### config.mk
export PLATFORM = sky130hd
export DESIGN_NAME = timed_item_presentation_queue
export DESIGN_NICKNAME = d
export VERILOG_FILES = /design/src/hdl/tipq_pkg.sv /design/src/hdl/tipq_cell.sv /design/src/hdl/timed_item_presentation_queue.sv
export SDC_FILE = /design/constraint.sdc
export NUM_CORES = 2
export LEC_CHECK = 0
export ABC_CLOCK_PERIOD_IN_PS = 13100
export BUFFER_PORTS_ARGS = -buffer_cell sky130_fd_sc_hd__buf_2
export CORE_MARGIN = 5
export CORE_UTILIZATION = 61
export CTS_CLUSTER_DIAMETER = 120
export DETAILED_ROUTE_END_ITERATION = 8
export GPL_TIMING_DRIVEN = 0
export PLACE_DENSITY_LB_ADDON = 0.08
export SYNTH_ARGS = -nofsm -noshare
export SYNTH_HDL_FRONTEND = slang
export SYNTH_HIERARCHICAL = 1
export SYNTH_SLANG_ARGS = --single-unit
### constraint.sdc
create_clock -name clock -period 13.1 [get_ports clock]
set_input_delay 3.93 -clock clock [delete_from_list [all_inputs] [get_ports clock]]
set_output_delay 3.93 -clock clock [all_outputs]
set_load 0.05 [all_outputs]
### src/hdl/tipq_pkg.sv
// Shared constants, codes and types of the timed item presentation queue.
package tipq_pkg;

   localparam int QUEUE_DEPTH = 8;
   localparam int TIME_WIDTH  = 32;
   localparam int SLOT_WIDTH  = $clog2(QUEUE_DEPTH);
   localparam int COUNT_WIDTH = $clog2(QUEUE_DEPTH + 1);

   typedef enum logic [1:0] {
      OP_INSERT = 2'd0,
      OP_QUERY  = 2'd1,
      OP_FLUSH  = 2'd2
   } opcode_type;

   typedef enum logic [1:0] {
      STATUS_OK   = 2'd0,
      STATUS_NONE = 2'd1,
      STATUS_FULL = 2'd2
   } status_type;

   typedef enum logic [2:0] {
      S_IDLE,
      S_EVAL,
      S_DECIDE,
      S_SHIFT,
      S_DONE
   } state_type;

   // One queue entry as held by a cell.
   typedef struct packed {
      logic [TIME_WIDTH-1:0] start;
      logic [TIME_WIDTH-1:0] span;
      logic [SLOT_WIDTH-1:0] slot;
   } entry_type;

   // Per-cell controls from the sequencer.
   typedef struct packed {
      logic load;
      logic shift;
   } cell_ctrl_type;

   // Per-cell compare results against the query time.
   typedef struct packed {
      logic future;
      logic match;
   } cell_flags_type;

endpackage

### src/hdl/tipq_cell.sv
// One cell of the entry chain: holds an entry, shifts toward the head, compares against time.
module tipq_cell (
   input  logic                                clock,
   input  tipq_pkg::cell_ctrl_type             ctrl,
   input  tipq_pkg::entry_type                 load_entry,
   input  tipq_pkg::entry_type                 next_entry,
   input  logic [tipq_pkg::TIME_WIDTH-1:0]     query_time,
   output tipq_pkg::entry_type                 entry,
   output tipq_pkg::cell_flags_type            flags
);

   tipq_pkg::entry_type             entry_ff;
   tipq_pkg::entry_type             entry_in;
   tipq_pkg::cell_flags_type        flags_ff;
   tipq_pkg::cell_flags_type        flags_in;
   logic [tipq_pkg::TIME_WIDTH-1:0] end_time;

   // Load a new item, take the neighbor's entry, or hold
   always_comb begin
      if (ctrl.load) begin
         entry_in = load_entry;
      end else if (ctrl.shift) begin
         entry_in = next_entry;
      end else begin
         entry_in = entry_ff;
      end
   end

   // Compare the query time against [start, start+span), end wraps
   assign end_time = entry_ff.start + entry_ff.span;

   always_comb begin
      flags_in.future = query_time < entry_ff.start;
      flags_in.match  = !flags_in.future && (query_time < end_time);
   end

   always_ff @(posedge clock) begin
      entry_ff <= entry_in;
      flags_ff <= flags_in;
   end

   assign entry = entry_ff;
   assign flags = flags_ff;

endmodule

### src/hdl/timed_item_presentation_queue.sv
// Top level of the timed item presentation queue: sequencer, slot pool and cell chain.
//
// Usage:
//   Items enter on the req_ channel (valid/ready): opcode 0 inserts an item with
//   start time and span, opcode 1 queries at a presentation time, opcode 2 flushes.
//   Each item gives exactly one result on the rsp_ channel (valid/ready).
//   Live entries sit in a chain of cells, oldest at cell 0. A query compares every
//   cell against the time in parallel, then retires entries ahead of the chosen one
//   by shifting the chain toward the head one cell per cycle.
// Sequencing and handshake:
//   Insert, flush and queries that retire nothing: after the item is accepted,
//   the sequencer steps through evaluate, decide, finish into the output register.
//   A query that retires k entries, k at most QUEUE_DEPTH-1, shifts the chain k
//   times between decide and finish. req_ready is high only while no item is in
//   work; a finished result waits in the output register, so the next item is
//   accepted while the receiver stalls. A second result stays in the block until
//   the output register frees up.
// Reset:
//   Synchronous, active high. Clears the slot busy bits, the entry count, the
//   sequencer and the output valid. The queue starts empty; no clearing pass.
module timed_item_presentation_queue (
   input  logic                                 clock,
   input  logic                                 reset,
   input  logic                                 req_valid,
   output logic                                 req_ready,
   input  logic [1:0]                           req_opcode,
   input  logic [tipq_pkg::TIME_WIDTH-1:0]      req_time_value,
   input  logic [tipq_pkg::TIME_WIDTH-1:0]      req_span,
   output logic                                 rsp_valid,
   input  logic                                 rsp_ready,
   output logic [1:0]                           rsp_status,
   output logic [tipq_pkg::SLOT_WIDTH-1:0]      rsp_slot_index,
   output logic [tipq_pkg::TIME_WIDTH-1:0]      rsp_item_start,
   output logic [tipq_pkg::TIME_WIDTH-1:0]      rsp_item_span,
   output logic [tipq_pkg::COUNT_WIDTH-1:0]     rsp_entries_left
);

   localparam int D  = tipq_pkg::QUEUE_DEPTH;
   localparam int TW = tipq_pkg::TIME_WIDTH;
   localparam int SW = tipq_pkg::SLOT_WIDTH;
   localparam int CW = tipq_pkg::COUNT_WIDTH;

   // Sequencer
   tipq_pkg::state_type       state_ff;
   tipq_pkg::state_type       state_in;
   logic                      accept;
   logic                      decide_en;
   logic                      shift_en;
   logic                      done_en;
   logic                      out_free;

   // Held item
   logic [1:0]                opcode_ff;
   logic [1:0]                opcode_in;
   logic [TW-1:0]             time_ff;
   logic [TW-1:0]             time_in;
   logic [TW-1:0]             span_ff;
   logic [TW-1:0]             span_in;

   // Pool and chain bookkeeping
   logic [D-1:0]              busy_ff;
   logic [D-1:0]              busy_in;
   logic [CW-1:0]             count_ff;
   logic [CW-1:0]             count_in;
   logic [SW-1:0]             left_ff;
   logic [SW-1:0]             left_in;
   logic                      insert_load;

   // Staged result
   tipq_pkg::status_type      res_status_ff;
   tipq_pkg::status_type      res_status_in;
   logic [SW-1:0]             res_slot_ff;
   logic [SW-1:0]             res_slot_in;
   logic [TW-1:0]             res_start_ff;
   logic [TW-1:0]             res_start_in;
   logic [TW-1:0]             res_span_ff;
   logic [TW-1:0]             res_span_in;

   // Output register
   logic                      rsp_valid_ff;
   logic                      rsp_valid_in;
   tipq_pkg::status_type      rsp_status_ff;
   tipq_pkg::status_type      rsp_status_in;
   logic [SW-1:0]             rsp_slot_ff;
   logic [SW-1:0]             rsp_slot_in;
   logic [TW-1:0]             rsp_start_ff;
   logic [TW-1:0]             rsp_start_in;
   logic [TW-1:0]             rsp_span_ff;
   logic [TW-1:0]             rsp_span_in;
   logic [CW-1:0]             rsp_left_ff;
   logic [CW-1:0]             rsp_left_in;

   // Chain
   tipq_pkg::entry_type       entries    [D];
   tipq_pkg::entry_type       next_entries [D];
   tipq_pkg::cell_flags_type  flags      [D];
   tipq_pkg::cell_ctrl_type   cell_ctrl  [D];
   tipq_pkg::entry_type       new_entry;

   // Decision
   logic                      head_ready;
   logic                      any_match;
   logic [SW-1:0]             last_match;
   logic                      any_future;
   logic [SW-1:0]             first_future;
   logic                      free_found;
   logic [SW-1:0]             free_slot;

   // Build the chain: each cell takes its neighbor toward the tail
   assign new_entry.start = time_ff;
   assign new_entry.span  = span_ff;
   assign new_entry.slot  = free_slot;

   for (genvar i = 0; i < D; i++) begin : g_cell
      if (i == D - 1) begin : g_last
         assign next_entries[i] = entries[i];
      end else begin : g_inner
         assign next_entries[i] = entries[i + 1];
      end

      assign cell_ctrl[i].load  = insert_load && (count_ff == CW'(i));
      assign cell_ctrl[i].shift = shift_en;

      tipq_cell u_cell (
         .clock      (clock),
         .ctrl       (cell_ctrl[i]),
         .load_entry (new_entry),
         .next_entry (next_entries[i]),
         .query_time (time_ff),
         .entry      (entries[i]),
         .flags      (flags[i])
      );
   end

   // Handshake status
   assign out_free = !rsp_valid_ff || rsp_ready;
   assign accept   = req_valid && req_ready;

   // Next state
   always_comb begin
      state_in = state_ff;
      unique case (state_ff)
         tipq_pkg::S_IDLE: begin
            if (req_valid) begin
               state_in = tipq_pkg::S_EVAL;
            end
         end
         tipq_pkg::S_EVAL: begin
            state_in = tipq_pkg::S_DECIDE;
         end
         tipq_pkg::S_DECIDE: begin
            if (left_in != '0) begin
               state_in = tipq_pkg::S_SHIFT;
            end else begin
               state_in = tipq_pkg::S_DONE;
            end
         end
         tipq_pkg::S_SHIFT: begin
            if (left_ff == SW'(1)) begin
               state_in = tipq_pkg::S_DONE;
            end
         end
         tipq_pkg::S_DONE: begin
            if (out_free) begin
               state_in = tipq_pkg::S_IDLE;
            end
         end
         default: begin
            state_in = tipq_pkg::S_IDLE;
         end
      endcase
   end

   // Sequencer outputs
   always_comb begin
      req_ready = 1'b0;
      decide_en = 1'b0;
      shift_en  = 1'b0;
      done_en   = 1'b0;
      unique case (state_ff)
         tipq_pkg::S_IDLE:   req_ready = 1'b1;
         tipq_pkg::S_EVAL:   ;
         tipq_pkg::S_DECIDE: decide_en = 1'b1;
         tipq_pkg::S_SHIFT:  shift_en  = 1'b1;
         tipq_pkg::S_DONE:   done_en   = out_free;
         default:            ;
      endcase
   end

   // Scan the cell flags and the busy bits
   always_comb begin
      any_match    = 1'b0;
      last_match   = '0;
      any_future   = 1'b0;
      first_future = '0;
      free_found   = 1'b0;
      free_slot    = '0;
      for (int i = 0; i < D; i++) begin
         if ((CW'(i) < count_ff) && flags[i].match) begin
            any_match  = 1'b1;
            last_match = SW'(i);
         end
      end
      for (int i = D - 1; i >= 0; i--) begin
         if ((CW'(i) < count_ff) && flags[i].future) begin
            any_future   = 1'b1;
            first_future = SW'(i);
         end
         if (!busy_ff[i]) begin
            free_found = 1'b1;
            free_slot  = SW'(i);
         end
      end
   end

   assign head_ready = (count_ff != '0) && !flags[0].future;

   // Bookkeeping and staged result
   always_comb begin
      opcode_in     = opcode_ff;
      time_in       = time_ff;
      span_in       = span_ff;
      busy_in       = busy_ff;
      count_in      = count_ff;
      left_in       = left_ff;
      res_status_in = res_status_ff;
      res_slot_in   = res_slot_ff;
      res_start_in  = res_start_ff;
      res_span_in   = res_span_ff;
      insert_load   = 1'b0;

      // Capture the item
      if (accept) begin
         opcode_in = req_opcode;
         time_in   = req_time_value;
         span_in   = req_span;
      end

      // Decide the outcome of the item
      if (decide_en) begin
         res_status_in = tipq_pkg::STATUS_NONE;
         res_slot_in   = '0;
         res_start_in  = '0;
         res_span_in   = '0;
         left_in       = '0;
         unique case (opcode_ff)
            tipq_pkg::OP_INSERT: begin
               if (free_found) begin
                  insert_load          = 1'b1;
                  busy_in[free_slot]   = 1'b1;
                  count_in             = count_ff + CW'(1);
                  res_status_in        = tipq_pkg::STATUS_OK;
                  res_slot_in          = free_slot;
               end else begin
                  res_status_in = tipq_pkg::STATUS_FULL;
               end
            end
            tipq_pkg::OP_QUERY: begin
               if (head_ready) begin
                  if (any_match) begin
                     res_status_in = tipq_pkg::STATUS_OK;
                     res_slot_in   = entries[last_match].slot;
                     res_start_in  = entries[last_match].start;
                     res_span_in   = entries[last_match].span;
                     left_in       = last_match;
                  end else if (any_future) begin
                     left_in = first_future;
                  end else begin
                     busy_in  = '0;
                     count_in = '0;
                  end
               end
            end
            tipq_pkg::OP_FLUSH: begin
               busy_in       = '0;
               count_in      = '0;
               res_status_in = tipq_pkg::STATUS_OK;
            end
            default: ;
         endcase
      end

      // Retire the head entry and advance the chain
      if (shift_en) begin
         busy_in[entries[0].slot] = 1'b0;
         count_in                 = count_ff - CW'(1);
         left_in                  = left_ff - SW'(1);
      end
   end

   // Output register: load a finished result, drop it once taken
   always_comb begin
      rsp_valid_in  = rsp_valid_ff;
      rsp_status_in = rsp_status_ff;
      rsp_slot_in   = rsp_slot_ff;
      rsp_start_in  = rsp_start_ff;
      rsp_span_in   = rsp_span_ff;
      rsp_left_in   = rsp_left_ff;
      if (done_en) begin
         rsp_valid_in  = 1'b1;
         rsp_status_in = res_status_ff;
         rsp_slot_in   = res_slot_ff;
         rsp_start_in  = res_start_ff;
         rsp_span_in   = res_span_ff;
         rsp_left_in   = count_ff;
      end else if (rsp_ready) begin
         rsp_valid_in = 1'b0;
      end
   end

   // Control registers
   always_ff @(posedge clock) begin
      if (reset) begin
         state_ff     <= tipq_pkg::S_IDLE;
         busy_ff      <= '0;
         count_ff     <= '0;
         left_ff      <= '0;
         rsp_valid_ff <= 1'b0;
      end else begin
         state_ff     <= state_in;
         busy_ff      <= busy_in;
         count_ff     <= count_in;
         left_ff      <= left_in;
         rsp_valid_ff <= rsp_valid_in;
      end
   end

   // Payload registers
   always_ff @(posedge clock) begin
      opcode_ff     <= opcode_in;
      time_ff       <= time_in;
      span_ff       <= span_in;
      res_status_ff <= res_status_in;
      res_slot_ff   <= res_slot_in;
      res_start_ff  <= res_start_in;
      res_span_ff   <= res_span_in;
      rsp_status_ff <= rsp_status_in;
      rsp_slot_ff   <= rsp_slot_in;
      rsp_start_ff  <= rsp_start_in;
      rsp_span_ff   <= rsp_span_in;
      rsp_left_ff   <= rsp_left_in;
   end

   assign rsp_valid        = rsp_valid_ff;
   assign rsp_status       = rsp_status_ff;
   assign rsp_slot_index   = rsp_slot_ff;
   assign rsp_item_start   = rsp_start_ff;
   assign rsp_item_span    = rsp_span_ff;
   assign rsp_entries_left = rsp_left_ff;

endmodule
# After elaboration in Yosys (flattened, before gate mapping)

Index checks and enable logic that the tools add are counted.

Input bits: 70
Flip-flop bits (word level): 779
Output and inout bits: 75

Order comparisons: 29
Reduce and logical (&&, ||, !) cells: 65
Bitwise logic cells: 4
$add $sub $neg: 11
Multiplexer cells: 110
Equality and inequality tests: 21

Operators by type and width:

| cell               | number |
|---|---|
| $mux 67            | 16 |
| $lt 32x32->1       | 16 |
| $add 32x32->32     | 8 |
| $bmux 67 s3        | 1 |
| $mux 3             | 35 |
| $mux 8             | 6 |
| $mux 1             | 38 |
| $logic_and 1x1->1  | 36 |
| $mux 4             | 6 |
| $pmux 8 s3         | 1 |
| $reduce_bool 2->1  | 9 |
| $eq 4x3->1 const B | 4 |
| $lt 3x4->1 const A | 4 |
| $pmux 3 s5         | 1 |
| $ne 3x3->1 const B | 4 |
| $pmux 4 s3         | 1 |
| $logic_not 1->1    | 10 |
| $and 8x8->8        | 1 |
| $eq 4x2->1 const B | 2 |
| $lt 1x4->1 const A | 2 |
| $lt 2x4->1 const A | 2 |
| $lt 3x4->1 const B | 2 |
| $not 8->8          | 1 |
| $or 8x8->8         | 1 |
| 25 further kinds   | 33 |

# Longest topological paths before layout

Word-level depth: 19
Mapped depth: 18
Depth with buffers taken out: 18

# Cells and area by module

The synthesis kept the hierarchy.

Modules (own cells, without submodules):

| module                           | cells each | sequential area each (um^2) | area each (um^2) | times used |
|---|---|---|---|---|
| tipq_cell (g_cell[2].u_cell ...) | 555        | 2,052.0                     | 5,861.9          | 4 |
| timed_item_presentation_queue    | 954        | 6,626.4                     | 12,493.2         | 1 |
| tipq_cell (g_cell[6].u_cell)     | 572        | 2,052.0                     | 5,999.5          | 1 |
| tipq_cell (g_cell[1].u_cell)     | 551        | 2,052.0                     | 5,998.3          | 1 |
| tipq_cell (g_cell[7].u_cell)     | 561        | 2,052.0                     | 5,972.0          | 1 |
| tipq_cell (g_cell[0].u_cell)     | 580        | 2,052.0                     | 5,936.9          | 1 |

# Worst setup path after synthesis

Ideal clock, no wire load.

Path type: input-to-reg
Start point: in rsp_ready
End point: reg rsp_left_ff[0] (netlist: rsp_entries_left[0]) (enable)
Stages on the path: 2
Arrival: 7,047 ps
Setup slack: 5,548 ps
Setup time: 505 ps
Path buffers: 0
Cell sequence: nor2b_1 > nor2_1

Longest elaborated chain between the ends: 2

RTL lines:

| what                 | RTL line                             | text |
|---|---|---|
| start, declared      | timed_item_presentation_queue.sv:30  | `input logic rsp_ready,` |
| $logic_or 1x1->1     | timed_item_presentation_queue.sv:136 | `assign out_free = !rsp_valid_ff \|\| rsp_ready;` |
| $mux 1               | timed_item_presentation_queue.sv:180 | `unique case (state_ff)` |
| named net done_en    | timed_item_presentation_queue.sv:49  | `logic done_en;` |
| end signal, assigned | timed_item_presentation_queue.sv:341 | `rsp_left_ff <= rsp_left_in;` |
| end, declared        | timed_item_presentation_queue.sv:90  | `logic [CW-1:0] rsp_left_ff;` |

The timed path passes the listed nets, and every way through them passes these cells.
A chain may end at the register's enable or synchronous reset.

==> results.py <==
metrics = {
    "status": {
        "status": "finished with violations",
        "violations": "max-capacitance violations, max-slew violations",
    },
    "worst_setup_path": {
        "crit_buf_inv": 7,
        "path_class": "flip-flop to flip-flop",
        "r2r_slack_ps": 7110,
        "critPathMaxStageDelay_ps": 770,
        "end_kind": "flip-flop",
        "crit_chain": "nand2b_4 > or2_2 > clkbuf_1 > inv_4 > buf_16 > and4_1 > nand2_1 > nor2_1 > clkbuf_1 > clkbuf_2 > clkbuf_1 > or2_4 > buf_16",
        "cp.required_ps": 13440,
        "cp-startpoint": "state_ff[2]",
        "arrival_ps": 6330,
        "cp_slowest_cell": "clkbuf_2",
        "critPathTopFamily": "buffers and inverters",
        "critPathLaunchType": "flip-flop",
        "rr_startpoint": "state_ff[2]",
        "path_common_cell": "clkbuf_1",
        "crit_path_max_fanout": 48,
    },
    "timing": {
        "finClkSkew_ps": 21.4,
        "worst_pin_slew_ps": 1560,
        "grt_setup_unrepaired": "false",
        "setup_viol": 0,
        "final.setup.tns_ps": 0,
        "post-route-min-period_ps": 5990,
        "fmax_mhz": 167,
        "holdWs_ps": 415,
        "max-slew-margin-rel_pct": -4.58,
        "final_hold_viol_count": 0,
        "fin_crit_sh_pct": 45.7,
        "slew_viol_final": 12,
    },
    "synth": {
        "synth_top_family_by_area": "adder cells",
        "ys_seq_elements": 779,
        "synth_compound_area_share_pct": 15.8,
        "async_flop_share_pct": 0,
        "synth.avg_cell_area_um2": 11.0,
        "yosysSeqAreaShare_pct": 38.5,
        "yosysWarnings": 6,
        "muxShareOfSynthArea_pct": 14.6,
        "synth_edf_count": 744,
        "synth.distinct_cells": 111,
        "synth-xor-area-share_pct": 3.50,
        "syn_area_um2": 59800,
        "synth_cells": 5438,
        "yosys.area_share.simple_pct": 8.46,
        "synthAdderAreaFrac_pct": 16.1,
        "ys.flop_type": "edfxtp_1",
        "synth_fp_nets": 6271,
    },
    "drt": {
        "drc_errors": 0,
        "drtIter0Drc": 5285,
        "wirelength_um": 202000,
        "vias": 47700,
        "drt-pass1-iter-count": 6,
        "drtAntennaViolNets": 0,
        "vias_per_cell": 6.78,
        "wl_per_cell_um": 28.7,
    },
    "final_layout": {
        "drive_above_1_share_pct": 17.7,
        "utilization_pct": 67.6,
        "finalNonFillerCells": 7037,
        "ff_latch_area_um2": 23000,
        "synthToLayoutAreaGrowth_pct": 9.58,
        "most-common-layout-cells": "ha_1, edfxtp_1, mux2_2, a21oi_1, nand2_1",
        "multiInputGateArea_um2": 35000,
        "fin_nets": 6524,
        "final_common_cell": "ha_1",
        "nFillCells": 7493,
    },
    "global_route": {
        "grt.met3_usage_pct": 7.03,
        "grt_pass1_vias": 46600,
        "met2_usage_pct": 59.5,
        "busiest_layer": "met2",
        "antenna_found_initial": 10,
        "use_met1_pct": 50.0,
        "grt_max_degree": 59,
        "grtUsageTotal_pct": 37.5,
        "grt_pass1_wl_um": 291000,
        "grt-ovfl-total": 0,
    },
    "placed_design": {
        "place_congestion": 1.01,
        "placedCellCount": 6878,
        "port_buffers": 144,
        "post-dp-hpwl_um": 161000,
    },
    "floorplanning": {
        "die_w_um": 323,
        "row_count": 114,
        "dieArea_um2": 104000,
        "dieHeight_um": 323,
        "coreArea_um2": 97000,
        "start_util_pct": 61.7,
        "pin_count": 145,
    },
    "clocking": {
        "cts_resized": 0,
        "cts_setup_buffers": 0,
        "clockBufferDepth": 3,
        "htreeDepth": 3,
        "cts_root_buffer": "clkbuf_16",
        "insertion_delay_ps": 680,
        "cts_sinks": 779,
        "clk_pin_slew_ps": 70,
        "numCtsBuffers": 87,
        "holdBufCountCts": 0,
        "tritoncts": "built",
    },
    "worst_hold_path": {
        "hp-class": "flip-flop to flip-flop",
        "worstHoldStart": "res_span_ff[2]",
    },
    "run": {
        "maxCapViolCount": 2,
    },
    "pwr": {
        "cellPowerDensity_nw_per_um2": 84.7,
        "leakage_nw": 27.9,
        "vdd_drop_max_v": 0.000130,
    },
}
==> path summary, 6_finish.rpt <==
check,to,cells after the start
hold reg to reg,rsp_item_span[2],0
hold / removal,rsp_item_span[2],0
setup / recovery,g_cell[7].u_cell/entry[4],13
setup reg to reg,g_cell[7].u_cell/entry[4],13
==> cell type report <==
type,count,area share [%]
multi-input combinational,4205,53.4
antenna,1,0.00382
timing repair buffer,164,1.87
tap,1276,2.43
inverter,300,1.72
clock inverter,51,0.700
buffer,154,1.07
sequential,779,35.1
clock buffer,107,3.67
==> power breakdown <==
part / total [W] / switching [W] / internal [W] / leakage [nW]
combinational: 0.000252 / 0.000142 / 0.000111 / 19.3
clock: 0.00249 / 0.00105 / 0.00144 / 1.40
sequential: 0.00281 / 0.0000945 / 0.00271 / 7.18
total: 0.00555 / 0.00129 / 0.00427 / 27.9
==> sequential cells by signal, summed over array words and instances, names as in the netlist, 16 cells and up <==
register	count
g_cell.u_cell/entry	536
g_cell.u_cell/flags	16
res_span_ff	32
res_start_ff	32
rsp_item_span	32
rsp_item_start	32
span_ff	32
time_ff	32
==> metrics by stage <==
step	worst slack (ps)	power (W)	area (um^2)
6_report	7110	0.00555	65600
2_1_floorplan	5550	0.00296	59800
3_5_place_dp	7320	0.00310	62700
4_1_cts	7280	0.00557	65600
3_3_place_gp	3930	0.00308	62200
5_1_grt	7050	0.00571	65600
==> per-layer routing <==
layer	wire, um	share of wire [%]
met2	89800	44
met5	40	0.020
met1	80000	40
met3	19900	9.9
met4	12000	6.0
==> cells in the mapped netlist (14+ instances only) <==
cell	n	area (um^2)
xor2_1	118	1030
a41oi_1	14	123
o21bai_1	14	105
nor2_1	181	679
buf_2	51	255
o21ai_2	17	149
xnor2_1	121	1060
a21oi_1	434	2170
edfxtp_1	744	22300
nand2b_1	46	288
o211ai_1	36	270
dfxtp_1	35	701
nor2b_1	45	282
o221ai_1	65	569
o21ai_1	30	150
nor3_1	51	255
o21ai_0	199	996
ha_1	755	9450
and3_1	36	225
o22a_1	64	561
buf_1	20	75.1
and2_1	24	150
nor3b_1	15	113
mux2_2	538	6060
a221oi_1	17	149
nand3_1	83	415
a211o_1	20	175
mux2i_1	268	2680
nand2_1	309	1160
inv_1	298	1120
nand4_1	127	795
nor4_1	15	93.8
clkbuf_1	73	274
o21a_1	55	413
a211oi_1	26	195
a21o_1	172	1290
a31oi_1	44	275
o31ai_1	17	128
==> cell families (layout without fill, tap and decap cells) <==
group	count (synthesis)	after routing
simple gates	1010	1010
compound gates	1387	1387
fa+ha+maj	763	763
mux	806	806
buf+inv	454	776
other cells	0	1
flops	779	779
xor+xnor	239	239
Note: power is estimated with default switching activity, not from simulation.
